<file path="src/hw/rtl/fqrr_pkg.sv">
`timescale 1ns / 1ps
// ----------------------------------------------------------------------------
// fqrr_pkg: shared types and constants for the four-queue round-robin drain
// Holds operation codes, direction characters, the drain state type and the
// control structs passed between the queue chains and the core.
// ----------------------------------------------------------------------------
package fqrr_pkg;

    localparam int NUM_QUEUES      = 4;
    localparam int QID_W           = 2;
    localparam int ITEM_W          = 64;
    localparam int CHAR_W          = 8;
    localparam int OP_W            = 2;
    localparam int DEF_QUEUE_DEPTH = 16;
    localparam int DEF_CODE_WIDTH  = 64;

    localparam logic [OP_W-1:0] OP_SELECT  = 2'd0;
    localparam logic [OP_W-1:0] OP_ENQUEUE = 2'd1;
    localparam logic [OP_W-1:0] OP_DRAIN   = 2'd2;

    localparam logic [CHAR_W-1:0] CHAR_ONE   = 8'h31;
    localparam logic [CHAR_W-1:0] CHAR_TWO   = 8'h32;
    localparam logic [CHAR_W-1:0] CHAR_THREE = 8'h33;

    localparam logic [QID_W-1:0] QID_ONE   = 2'd0;
    localparam logic [QID_W-1:0] QID_THREE = 2'd1;
    localparam logic [QID_W-1:0] QID_TWO   = 2'd2;
    localparam logic [QID_W-1:0] QID_OTHER = 2'd3;

    typedef enum logic {
        ST_IDLE,
        ST_DRAIN
    } drain_state_t;

    // Per-cell control: load the enqueued code, or take the neighbor's code.
    typedef struct packed {
        logic wr;
        logic shift;
    } cell_ctrl_t;

    // Per-queue request from the core.
    typedef struct packed {
        logic enq;
        logic deq;
    } queue_ctrl_t;

    // Per-queue status back to the core.
    typedef struct packed {
        logic full;
        logic empty;
    } queue_stat_t;

    // Map a raw direction character onto a queue index.
    function automatic logic [QID_W-1:0] map_direction(input logic [CHAR_W-1:0] ch);
        logic [QID_W-1:0] qid;
        unique case (ch)
            CHAR_ONE:   qid = QID_ONE;
            CHAR_THREE: qid = QID_THREE;
            CHAR_TWO:   qid = QID_TWO;
            default:    qid = QID_OTHER;
        endcase
        return qid;
    endfunction

endpackage

</file>
<file path="src/hw/rtl/fqrr_cell.sv">
`timescale 1ns / 1ps
// ----------------------------------------------------------------------------
// fqrr_cell: one storage cell of a queue chain
// Holds one code; loads a new code on enqueue or takes its upper neighbor's
// code when the queue shifts toward the head.
// ----------------------------------------------------------------------------
module fqrr_cell #(
    parameter int CODE_WIDTH = fqrr_pkg::DEF_CODE_WIDTH
) (
    input  logic                   aclk,
    input  fqrr_pkg::cell_ctrl_t   ctrl,
    input  logic [CODE_WIDTH-1:0]  wr_data,
    input  logic [CODE_WIDTH-1:0]  neighbor_data,
    output logic [CODE_WIDTH-1:0]  data
);
    import fqrr_pkg::*;

    logic [CODE_WIDTH-1:0] data_reg;
    logic [CODE_WIDTH-1:0] data_next;

    always_comb begin
        data_next = data_reg;
        if (ctrl.wr) begin
            data_next = wr_data;
        end else if (ctrl.shift) begin
            data_next = neighbor_data;
        end
    end

    always_ff @(posedge aclk) begin
        data_reg <= data_next;
    end

    assign data = data_reg;

endmodule

</file>
<file path="src/hw/rtl/fqrr_queue.sv">
`timescale 1ns / 1ps
// ----------------------------------------------------------------------------
// fqrr_queue: one FIFO queue built as a chain of cells
// Cell 0 is the head. Enqueue writes the cell at the fill count; dequeue
// shifts every cell one place toward the head.
// ----------------------------------------------------------------------------
module fqrr_queue #(
    parameter int QUEUE_DEPTH = fqrr_pkg::DEF_QUEUE_DEPTH,
    parameter int CODE_WIDTH  = fqrr_pkg::DEF_CODE_WIDTH,
    parameter int CNT_W       = $clog2(QUEUE_DEPTH + 1)
) (
    input  logic                    aclk,
    input  logic                    aresetn,
    input  fqrr_pkg::queue_ctrl_t   ctrl,
    input  logic [CODE_WIDTH-1:0]   enq_data,
    output logic [CODE_WIDTH-1:0]   head_data,
    output logic [CNT_W-1:0]        count,
    output fqrr_pkg::queue_stat_t   stat
);
    import fqrr_pkg::*;

    logic [CNT_W-1:0]      count_reg;
    logic [CNT_W-1:0]      count_next;
    logic                  full;
    logic                  do_enq;
    logic                  do_deq;
    logic [CODE_WIDTH-1:0] cell_data [QUEUE_DEPTH];

    assign full   = (count_reg == CNT_W'(QUEUE_DEPTH));
    assign do_enq = ctrl.enq && !full;
    assign do_deq = ctrl.deq && (count_reg != '0);

    always_comb begin
        count_next = count_reg;
        if (do_enq) begin
            count_next = count_reg + CNT_W'(1);
        end else if (do_deq) begin
            count_next = count_reg - CNT_W'(1);
        end
    end

    always_ff @(posedge aclk) begin
        if (!aresetn) begin
            count_reg <= '0;
        end else begin
            count_reg <= count_next;
        end
    end

    for (genvar i = 0; i < QUEUE_DEPTH; i++) begin : g_cell
        cell_ctrl_t            cctrl;
        logic [CODE_WIDTH-1:0] upper;

        assign cctrl.wr    = do_enq && (count_reg == CNT_W'(i));
        assign cctrl.shift = do_deq;

        if (i == QUEUE_DEPTH - 1) begin : g_tail
            assign upper = '0;
        end else begin : g_mid
            assign upper = cell_data[i+1];
        end

        fqrr_cell #(
            .CODE_WIDTH(CODE_WIDTH)
        ) u_cell (
            .aclk          (aclk),
            .ctrl          (cctrl),
            .wr_data       (enq_data),
            .neighbor_data (upper),
            .data          (cell_data[i])
        );
    end

    assign head_data  = cell_data[0];
    assign count      = count_reg;
    assign stat.full  = full;
    assign stat.empty = (count_reg == '0);

endmodule

</file>
<file path="src/hw/rtl/four_queue_round_robin_drain_core.sv">
`timescale 1ns / 1ps
// ----------------------------------------------------------------------------
// four_queue_round_robin_drain_core: four queues drained in round-robin order
// Select and enqueue requests take effect when accepted. A drain request moves the
// core into a drain phase that empties the queues one entry per cycle while m_ready is high.
// ----------------------------------------------------------------------------
// Timing: select and enqueue requests complete at their acceptance edge; the
//   first result of a drain passes through the drain state and then the output
//   register before it is presented.
// Throughput: one request per cycle for select and enqueue while no drain runs;
//   a drain of N queued entries gives N results (one result without an entry if
//   all queues are empty), one head shift per cycle while m_ready stays high.
// Reset: aresetn clears counts, direction (to the "other" queue), overflow, the
//   drain state and m_valid; queue cells and the result payload are not cleared.
module four_queue_round_robin_drain_core #(
    parameter int QUEUE_DEPTH = fqrr_pkg::DEF_QUEUE_DEPTH,
    parameter int CODE_WIDTH  = fqrr_pkg::DEF_CODE_WIDTH
) (
    input  logic                          aclk,
    input  logic                          aresetn,
    // Request channel.
    input  logic                          s_valid,
    output logic                          s_ready,
    input  logic [fqrr_pkg::OP_W-1:0]     s_operation,
    input  logic [fqrr_pkg::CHAR_W-1:0]   s_direction_char,
    input  logic [fqrr_pkg::ITEM_W-1:0]   s_item_code,
    // Result channel.
    output logic                          m_valid,
    input  logic                          m_ready,
    output logic [fqrr_pkg::ITEM_W-1:0]   m_item_code_res,
    output logic                          m_valid_res,
    output logic                          m_last,
    output logic                          m_overflow
);
    import fqrr_pkg::*;

    localparam int CNT_W = $clog2(QUEUE_DEPTH + 1);
    localparam int TOT_W = $clog2(NUM_QUEUES * QUEUE_DEPTH + 1);

    // Control state.
    drain_state_t     state_reg;
    drain_state_t     state_next;
    logic [QID_W-1:0] cur_q_reg;
    logic [QID_W-1:0] cur_q_next;
    logic             overflow_reg;
    logic             overflow_next;
    logic [QID_W-1:0] ptr_reg;
    logic [QID_W-1:0] ptr_next;
    logic [TOT_W-1:0] remain_reg;
    logic [TOT_W-1:0] remain_next;

    // Output register. The payload holds while a result waits for m_ready.
    logic              m_valid_reg;
    logic              m_valid_next;
    logic [ITEM_W-1:0] m_code_reg;
    logic [ITEM_W-1:0] m_code_next;
    logic              m_vres_reg;
    logic              m_vres_next;
    logic              m_last_reg;
    logic              m_last_next;
    logic              m_ovf_reg;
    logic              m_ovf_next;

    // Request decode.
    logic s_fire;
    logic req_select;
    logic req_enqueue;
    logic req_drain;

    // Queue side.
    queue_ctrl_t           qctrl     [NUM_QUEUES];
    queue_stat_t           qstat     [NUM_QUEUES];
    logic [CNT_W-1:0]      qcount    [NUM_QUEUES];
    logic [CODE_WIDTH-1:0] qhead     [NUM_QUEUES];
    logic [NUM_QUEUES-1:0] non_empty;
    logic [TOT_W-1:0]      total;

    // Drain step.
    logic             out_free;
    logic             emit;
    logic             emit_entry;
    logic [QID_W-1:0] sel_q;

    assign s_ready = (state_reg == ST_IDLE);
    assign s_fire  = s_valid && s_ready;

    always_comb begin
        req_select  = 1'b0;
        req_enqueue = 1'b0;
        req_drain   = 1'b0;
        unique case (s_operation)
            OP_SELECT:  req_select  = s_fire;
            OP_ENQUEUE: req_enqueue = s_fire;
            OP_DRAIN:   req_drain   = s_fire;
            default: begin
                // The unused operation code is taken and ignored.
            end
        endcase
    end

    // Four queue chains. Enqueue goes to the selected direction; dequeue comes
    // from the queue that the round-robin search picks this cycle.
    for (genvar q = 0; q < NUM_QUEUES; q++) begin : g_queue
        assign qctrl[q].enq = req_enqueue && (cur_q_reg == QID_W'(q));
        assign qctrl[q].deq = emit_entry && (sel_q == QID_W'(q));
        assign non_empty[q] = !qstat[q].empty;

        fqrr_queue #(
            .QUEUE_DEPTH (QUEUE_DEPTH),
            .CODE_WIDTH  (CODE_WIDTH),
            .CNT_W       (CNT_W)
        ) u_queue (
            .aclk      (aclk),
            .aresetn   (aresetn),
            .ctrl      (qctrl[q]),
            .enq_data  (s_item_code[CODE_WIDTH-1:0]),
            .head_data (qhead[q]),
            .count     (qcount[q]),
            .stat      (qstat[q])
        );
    end

    // Total number of queued entries, sampled when a drain is accepted.
    always_comb begin
        total = '0;
        for (int q = 0; q < NUM_QUEUES; q++) begin
            total = total + TOT_W'(qcount[q]);
        end
    end

    // Round-robin pick: the first non-empty queue at or after the pointer.
    // Starting at queue 0 and moving past each served queue reproduces the
    // order of visiting queues 0 to 3 in repeated rounds.
    always_comb begin
        logic [QID_W-1:0] cand;
        logic             found;
        sel_q = ptr_reg;
        found = 1'b0;
        for (int k = 0; k < NUM_QUEUES; k++) begin
            cand = ptr_reg + QID_W'(k);
            if (!found && non_empty[cand]) begin
                sel_q = cand;
                found = 1'b1;
            end
        end
    end

    // Direction and sticky overflow.
    always_comb begin
        cur_q_next    = cur_q_reg;
        overflow_next = overflow_reg;
        if (req_select) begin
            cur_q_next = map_direction(s_direction_char);
        end
        if (req_enqueue && qstat[cur_q_reg].full) begin
            overflow_next = 1'b1;
        end
    end

    assign out_free = !m_valid_reg || m_ready;

    // Next-state logic of the drain sequencer.
    always_comb begin
        state_next = state_reg;
        unique case (state_reg)
            ST_IDLE: begin
                if (req_drain) begin
                    state_next = ST_DRAIN;
                end
            end
            ST_DRAIN: begin
                if (out_free && (remain_reg <= TOT_W'(1))) begin
                    state_next = ST_IDLE;
                end
            end
            default: state_next = ST_IDLE;
        endcase
    end

    // Output logic of the drain sequencer: one result per free output slot.
    // With nothing queued, a single result without an entry closes the drain.
    always_comb begin
        emit        = 1'b0;
        emit_entry  = 1'b0;
        ptr_next    = ptr_reg;
        remain_next = remain_reg;
        unique case (state_reg)
            ST_IDLE: begin
                if (req_drain) begin
                    ptr_next    = '0;
                    remain_next = total;
                end
            end
            ST_DRAIN: begin
                emit = out_free;
                if (out_free && (remain_reg != '0)) begin
                    emit_entry  = 1'b1;
                    ptr_next    = sel_q + QID_W'(1);
                    remain_next = remain_reg - TOT_W'(1);
                end
            end
            default: begin
                emit = 1'b0;
            end
        endcase
    end

    // Output register loading.
    always_comb begin
        m_valid_next = m_valid_reg;
        m_code_next  = m_code_reg;
        m_vres_next  = m_vres_reg;
        m_last_next  = m_last_reg;
        m_ovf_next   = m_ovf_reg;
        if (m_valid_reg && m_ready) begin
            m_valid_next = 1'b0;
        end
        if (emit) begin
            m_valid_next = 1'b1;
            m_vres_next  = emit_entry;
            m_last_next  = (remain_reg <= TOT_W'(1));
            m_ovf_next   = overflow_reg;
            m_code_next  = emit_entry ? ITEM_W'(qhead[sel_q]) : '0;
        end
    end

    always_ff @(posedge aclk) begin
        if (!aresetn) begin
            state_reg    <= ST_IDLE;
            cur_q_reg    <= QID_OTHER;
            overflow_reg <= 1'b0;
            ptr_reg      <= '0;
            remain_reg   <= '0;
            m_valid_reg  <= 1'b0;
        end else begin
            state_reg    <= state_next;
            cur_q_reg    <= cur_q_next;
            overflow_reg <= overflow_next;
            ptr_reg      <= ptr_next;
            remain_reg   <= remain_next;
            m_valid_reg  <= m_valid_next;
        end
    end

    always_ff @(posedge aclk) begin
        m_code_reg <= m_code_next;
        m_vres_reg <= m_vres_next;
        m_last_reg <= m_last_next;
        m_ovf_reg  <= m_ovf_next;
    end

    assign m_valid         = m_valid_reg;
    assign m_item_code_res = m_code_reg;
    assign m_valid_res     = m_vres_reg;
    assign m_last          = m_last_reg;
    assign m_overflow      = m_ovf_reg;

endmodule

</file>
<file path="config.mk">
export PLATFORM = sky130hd
export DESIGN_NAME = four_queue_round_robin_drain_core
export DESIGN_NICKNAME = d
export VERILOG_FILES = /design/src/hw/rtl/fqrr_pkg.sv /design/src/hw/rtl/fqrr_cell.sv /design/src/hw/rtl/fqrr_queue.sv /design/src/hw/rtl/four_queue_round_robin_drain_core.sv
export SDC_FILE = /design/constraint.sdc
export NUM_CORES = 2
export LEC_CHECK = 0
export CAP_MARGIN = 20
export CORE_MARGIN = 2
export CORE_UTILIZATION = 60
export DETAILED_ROUTE_END_ITERATION = 16
export DONT_BUFFER_PORTS = 1
export PLACE_DENSITY = 0.78
export SLEW_MARGIN = 20
export SYNTH_ARGS = -nofsm -noshare
export SYNTH_HDL_FRONTEND = slang
export SYNTH_HIERARCHICAL = 1
export SYNTH_SLANG_ARGS = --single-unit
</file>
<file path="constraint.sdc">
create_clock -name aclk -period 8.7 [get_ports aclk]
set_clock_uncertainty 0.05 [all_clocks]
set_input_delay 0.87 -clock aclk [delete_from_list [all_inputs] [get_ports aclk]]
set_output_delay 0.87 -clock aclk [all_outputs]
set_load 0.05 [all_outputs]
</file>
==> flow_summary.ini <==
[status]
status = completed

[critical_path]
crit_path_max_incr_delay_ps = 940
crit_slowest_cell = and2_4
endpoint_kind = register
r2r_cells = 10
critical_path.most_common_cell = nor2_1
worstPathCellList = nand2b_1 > nor2_1 > and2_1 > nand2_1 > nor2_1 > nand2_1 > nor2_1 > and2_4 > or2_2 > buf_4
r2r-start = state_reg
r2r_setup_slack_ps = 2990
crit_required_ps = 9250
r2r_end = g_queue[2].u_queue/g_cell[3].u_cell/data[35]
critPathCapture = g_queue[2].u_queue/g_cell[3].u_cell/data[35]
crit_fanout = 65
startpoint = state_reg
crit_type = register to register
critPathArrivalTime_ps = 6260
start_kind = register

[pwr]
leakagePower_nw = 73.5
cellPowerDensity_nw_per_um2 = 191
swShare_pct = 19.3
p_int_w = 0.0323
irDropWorstVdd_v = 0.000184
power_frac_clock_pct = 44.2
power_frac_seq_pct = 54.9
combPwrFrac_pct = 0.9
switchingPower_w = 0.00773

[timing]
slew_headroom_pct = 23.3
fin_setup_tns_ps = 0
layout_min_cycle_time_ps = 5710
finalHoldViolCount = 0
tightest_slew_ps = 1150
setup_viol = 0
setup_slack_ps = 2990
max_freq_mhz = 175
min_period_over_period_pct = 65.7
drv_slew = 0
rsz0062_at_grt = false

[routing]
drtPass1Iterations = 6
drtIter0Drc = 11700
wl_per_cell_microns = 29.4
vias = 86100
routed_via_density = 5.96
drc_errors = 0
detail-route-antenna-nets = 0
finalWirelength_microns = 425000

[placed_design]
place_ws_ps = 2700
dp_hpwl_microns = 230000
finalWeightedCongestion = 0.874
io_buffers = 0

[clock_tree]
clock_path_buffers = 4
post_cts_buffers = 0
h-tree-depth = 5
cts_tree = done
root_buffer = clkbuf_16
cts_hold_buffers = 2
insertion_delay_ps = 970
cts_resized = 0
cts_sinks = 4197
cts_made_buffers = 419
path_clk_slew_ps = 60

[final_layout]
drive_above_1_share_pct = 49.1
syn_to_final_growth_pct = 8.37
largest_reg_flops = 4096
finish.net_count = 9903
fillCellCount = 20500

[synthesis]
synth_cell_type_count = 65
ys_warn_count = 6
ys_ff_latch = 4197
async_flop_share_pct = 0
ys_seq_area_share_pct = 64.9
synth_edf_count = 4163
synth_cells = 9483
ys.flop_type = edfxtp_1
postSynthAreaPerCell_sq_um = 20.4
synthesis.area_sq_um = 194000

[die]
die_width_microns = 572
design.core.area_sq_um = 321000
fp-row-count = 208
ios = 147
start_util_pct = 60.3
die_area_sq_um = 327000
dieHeight_microns = 572

[min_path]
min_from = s_direction_char[0]
worstHoldPathType = input port to register

[run]
drv_cap = 0

[grt]
grt_pass1_wl_microns = 607000
grt_pass1_vias = 84000
grt_use_total_pct = 25.6
grt_max_degree = 71
antenna_found_initial = 10
gr-total-overflow = 0
Yosys cell counts, types with 3 or more instances:
cell type | number | area [sq um]
and4_1 | 4 | 35.0
a221oi_2 | 4 | 60.1
and2_1 | 46 | 288
edfxtp_1 | 4163 | 125000
or2_1 | 66 | 413
a22oi_1 | 5 | 37.5
nand3b_1 | 4 | 30.0
nor2_1 | 40 | 150
nand2b_1 | 19 | 119
nand4bb_1 | 4 | 45.0
o211ai_1 | 5 | 37.5
mux2_2 | 964 | 10900
buf_4 | 5 | 37.5
or4b_4 | 4 | 55.1
a21oi_1 | 12 | 60.1
conb_1 | 4 | 15.0
mux2i_1 | 141 | 1410
nand2_1 | 36 | 135
nor3_1 | 7 | 35.0
ha_1 | 36 | 450
clkbuf_1 | 11 | 41.3
nand3_1 | 18 | 90.1
a211oi_1 | 5 | 37.5
mux2_4 | 3136 | 47100
buf_12 | 8 | 160
o22ai_1 | 70 | 438
a31oi_1 | 10 | 62.6
dfxtp_1 | 34 | 681
inv_1 | 53 | 199
buf_2 | 83 | 415
buf_8 | 3 | 45.0
o21ai_0 | 6 | 30.0
nor2b_1 | 3 | 18.8
buf_6 | 384 | 4320
fa_1 | 10 | 200
xnor2_1 | 4 | 35.0
and3_1 | 35 | 219
and2_4 | 4 | 35.0
kinds of logic (layout without fill, tap and decap cells):
family	after synthesis	count (layout)	share of synthesized area, %
buf+inv	550	940	2.71
other cells	4	265	0.00775
xor+xnor	6	6	0.0271
fa+ha+maj	46	46	0.336
compound gates	136	136	0.485
simple gates	302	302	0.909
mux	4242	4242	30.6
flops	4197	4197	64.9
per-stage QoR:
stage	cells	util, %	hold slack (ps)	area, sq um	power [W]
3_3_place_gp	13700	61.1	399	196000	0.0227
6_report	14400	65.4	71.6	210000	0.0400
2_1_floorplan	9735	-	359	195000	0.0227
3_5_place_dp	13700	61.1	400	196000	0.0228
5_1_grt	14400	65.4	52.7	210000	0.0410
4_1_cts	14400	65.3	4.54	210000	0.0402
worst min path at each step:
stage / to / depth (start not counted) / slack [ps]
floorplan: m_overflow / 0 / 360
global placement: m_overflow / 0 / 400
detailed placement: m_overflow / 0 / 400
CTS: cur_q_reg[1] / 3 / 5
global route: g_queue[2].u_queue/g_cell[15].u_cell/data[59] / 1 / 50
finish: cur_q_reg[1] / 3 / 70
cells in the final DEF, fill, tap and decap left out, types with 10 or more instances in the layout:
cell type   count
edfxtp_1     4163
mux2_4       3136
mux2_2        964
clkbuf_16     425
conb_1        256
mux2i_1       141
buf_4         104
clkinv_1       86
clkbuf_1       85
clkinv_2       77
o22ai_1        70
or2_2          64
inv_1          53
and2_4         44
bufinv_16      39
nand2_1        36
ha_1           36
dfxtp_1        34
nor2_1         31
clkinvlp_4     20
nand2b_1       19
and3_1         19
nand3_1        18
and3_4         16
a21oi_1        12
inv_6          11
buf_16         11
a31oi_1        10
fa_1           10
layer usage:
metal	GRT usage [%]	wire [microns]	up-vias
met1	41.6	198000	43700
li1	-	-	37600
met4	8.22	13900	2
met3	5.30	43300	628
met2	33.9	170000	4129
met5	0	10	-
critical path, delay by kind of cell (launching register included):
family	cells	cell delay, ps
buffers and inverters	1	550
AND/OR/NAND/NOR	9	4210
flip-flops	1	480
power groups by stage:
stage,Combinational [W],Clock [W],Sequential [W]
finish,0.000365,0.0177,0.0220
global route,0.000382,0.0187,0.0220
CTS,0.000358,0.0179,0.0220
detailed placement,0.000352,0,0.0224
global placement,0.000345,0,0.0224
floorplan,0.000313,0,0.0224
final cells by class:
type                       count  area, sq um  share of cell area [%]
timing repair buffer         118         1120                   0.536
antenna                        9         22.5                  0.0107
inverter                      55          211                   0.101
clock buffer                 512        11000                    5.23
sequential                  4197       126000                    59.9
clock inverter               255         2540                    1.21
tap                         4305         5390                    2.57
multi-input combinational   4988        64000                    30.5
(Power assumes the default switching activity.)
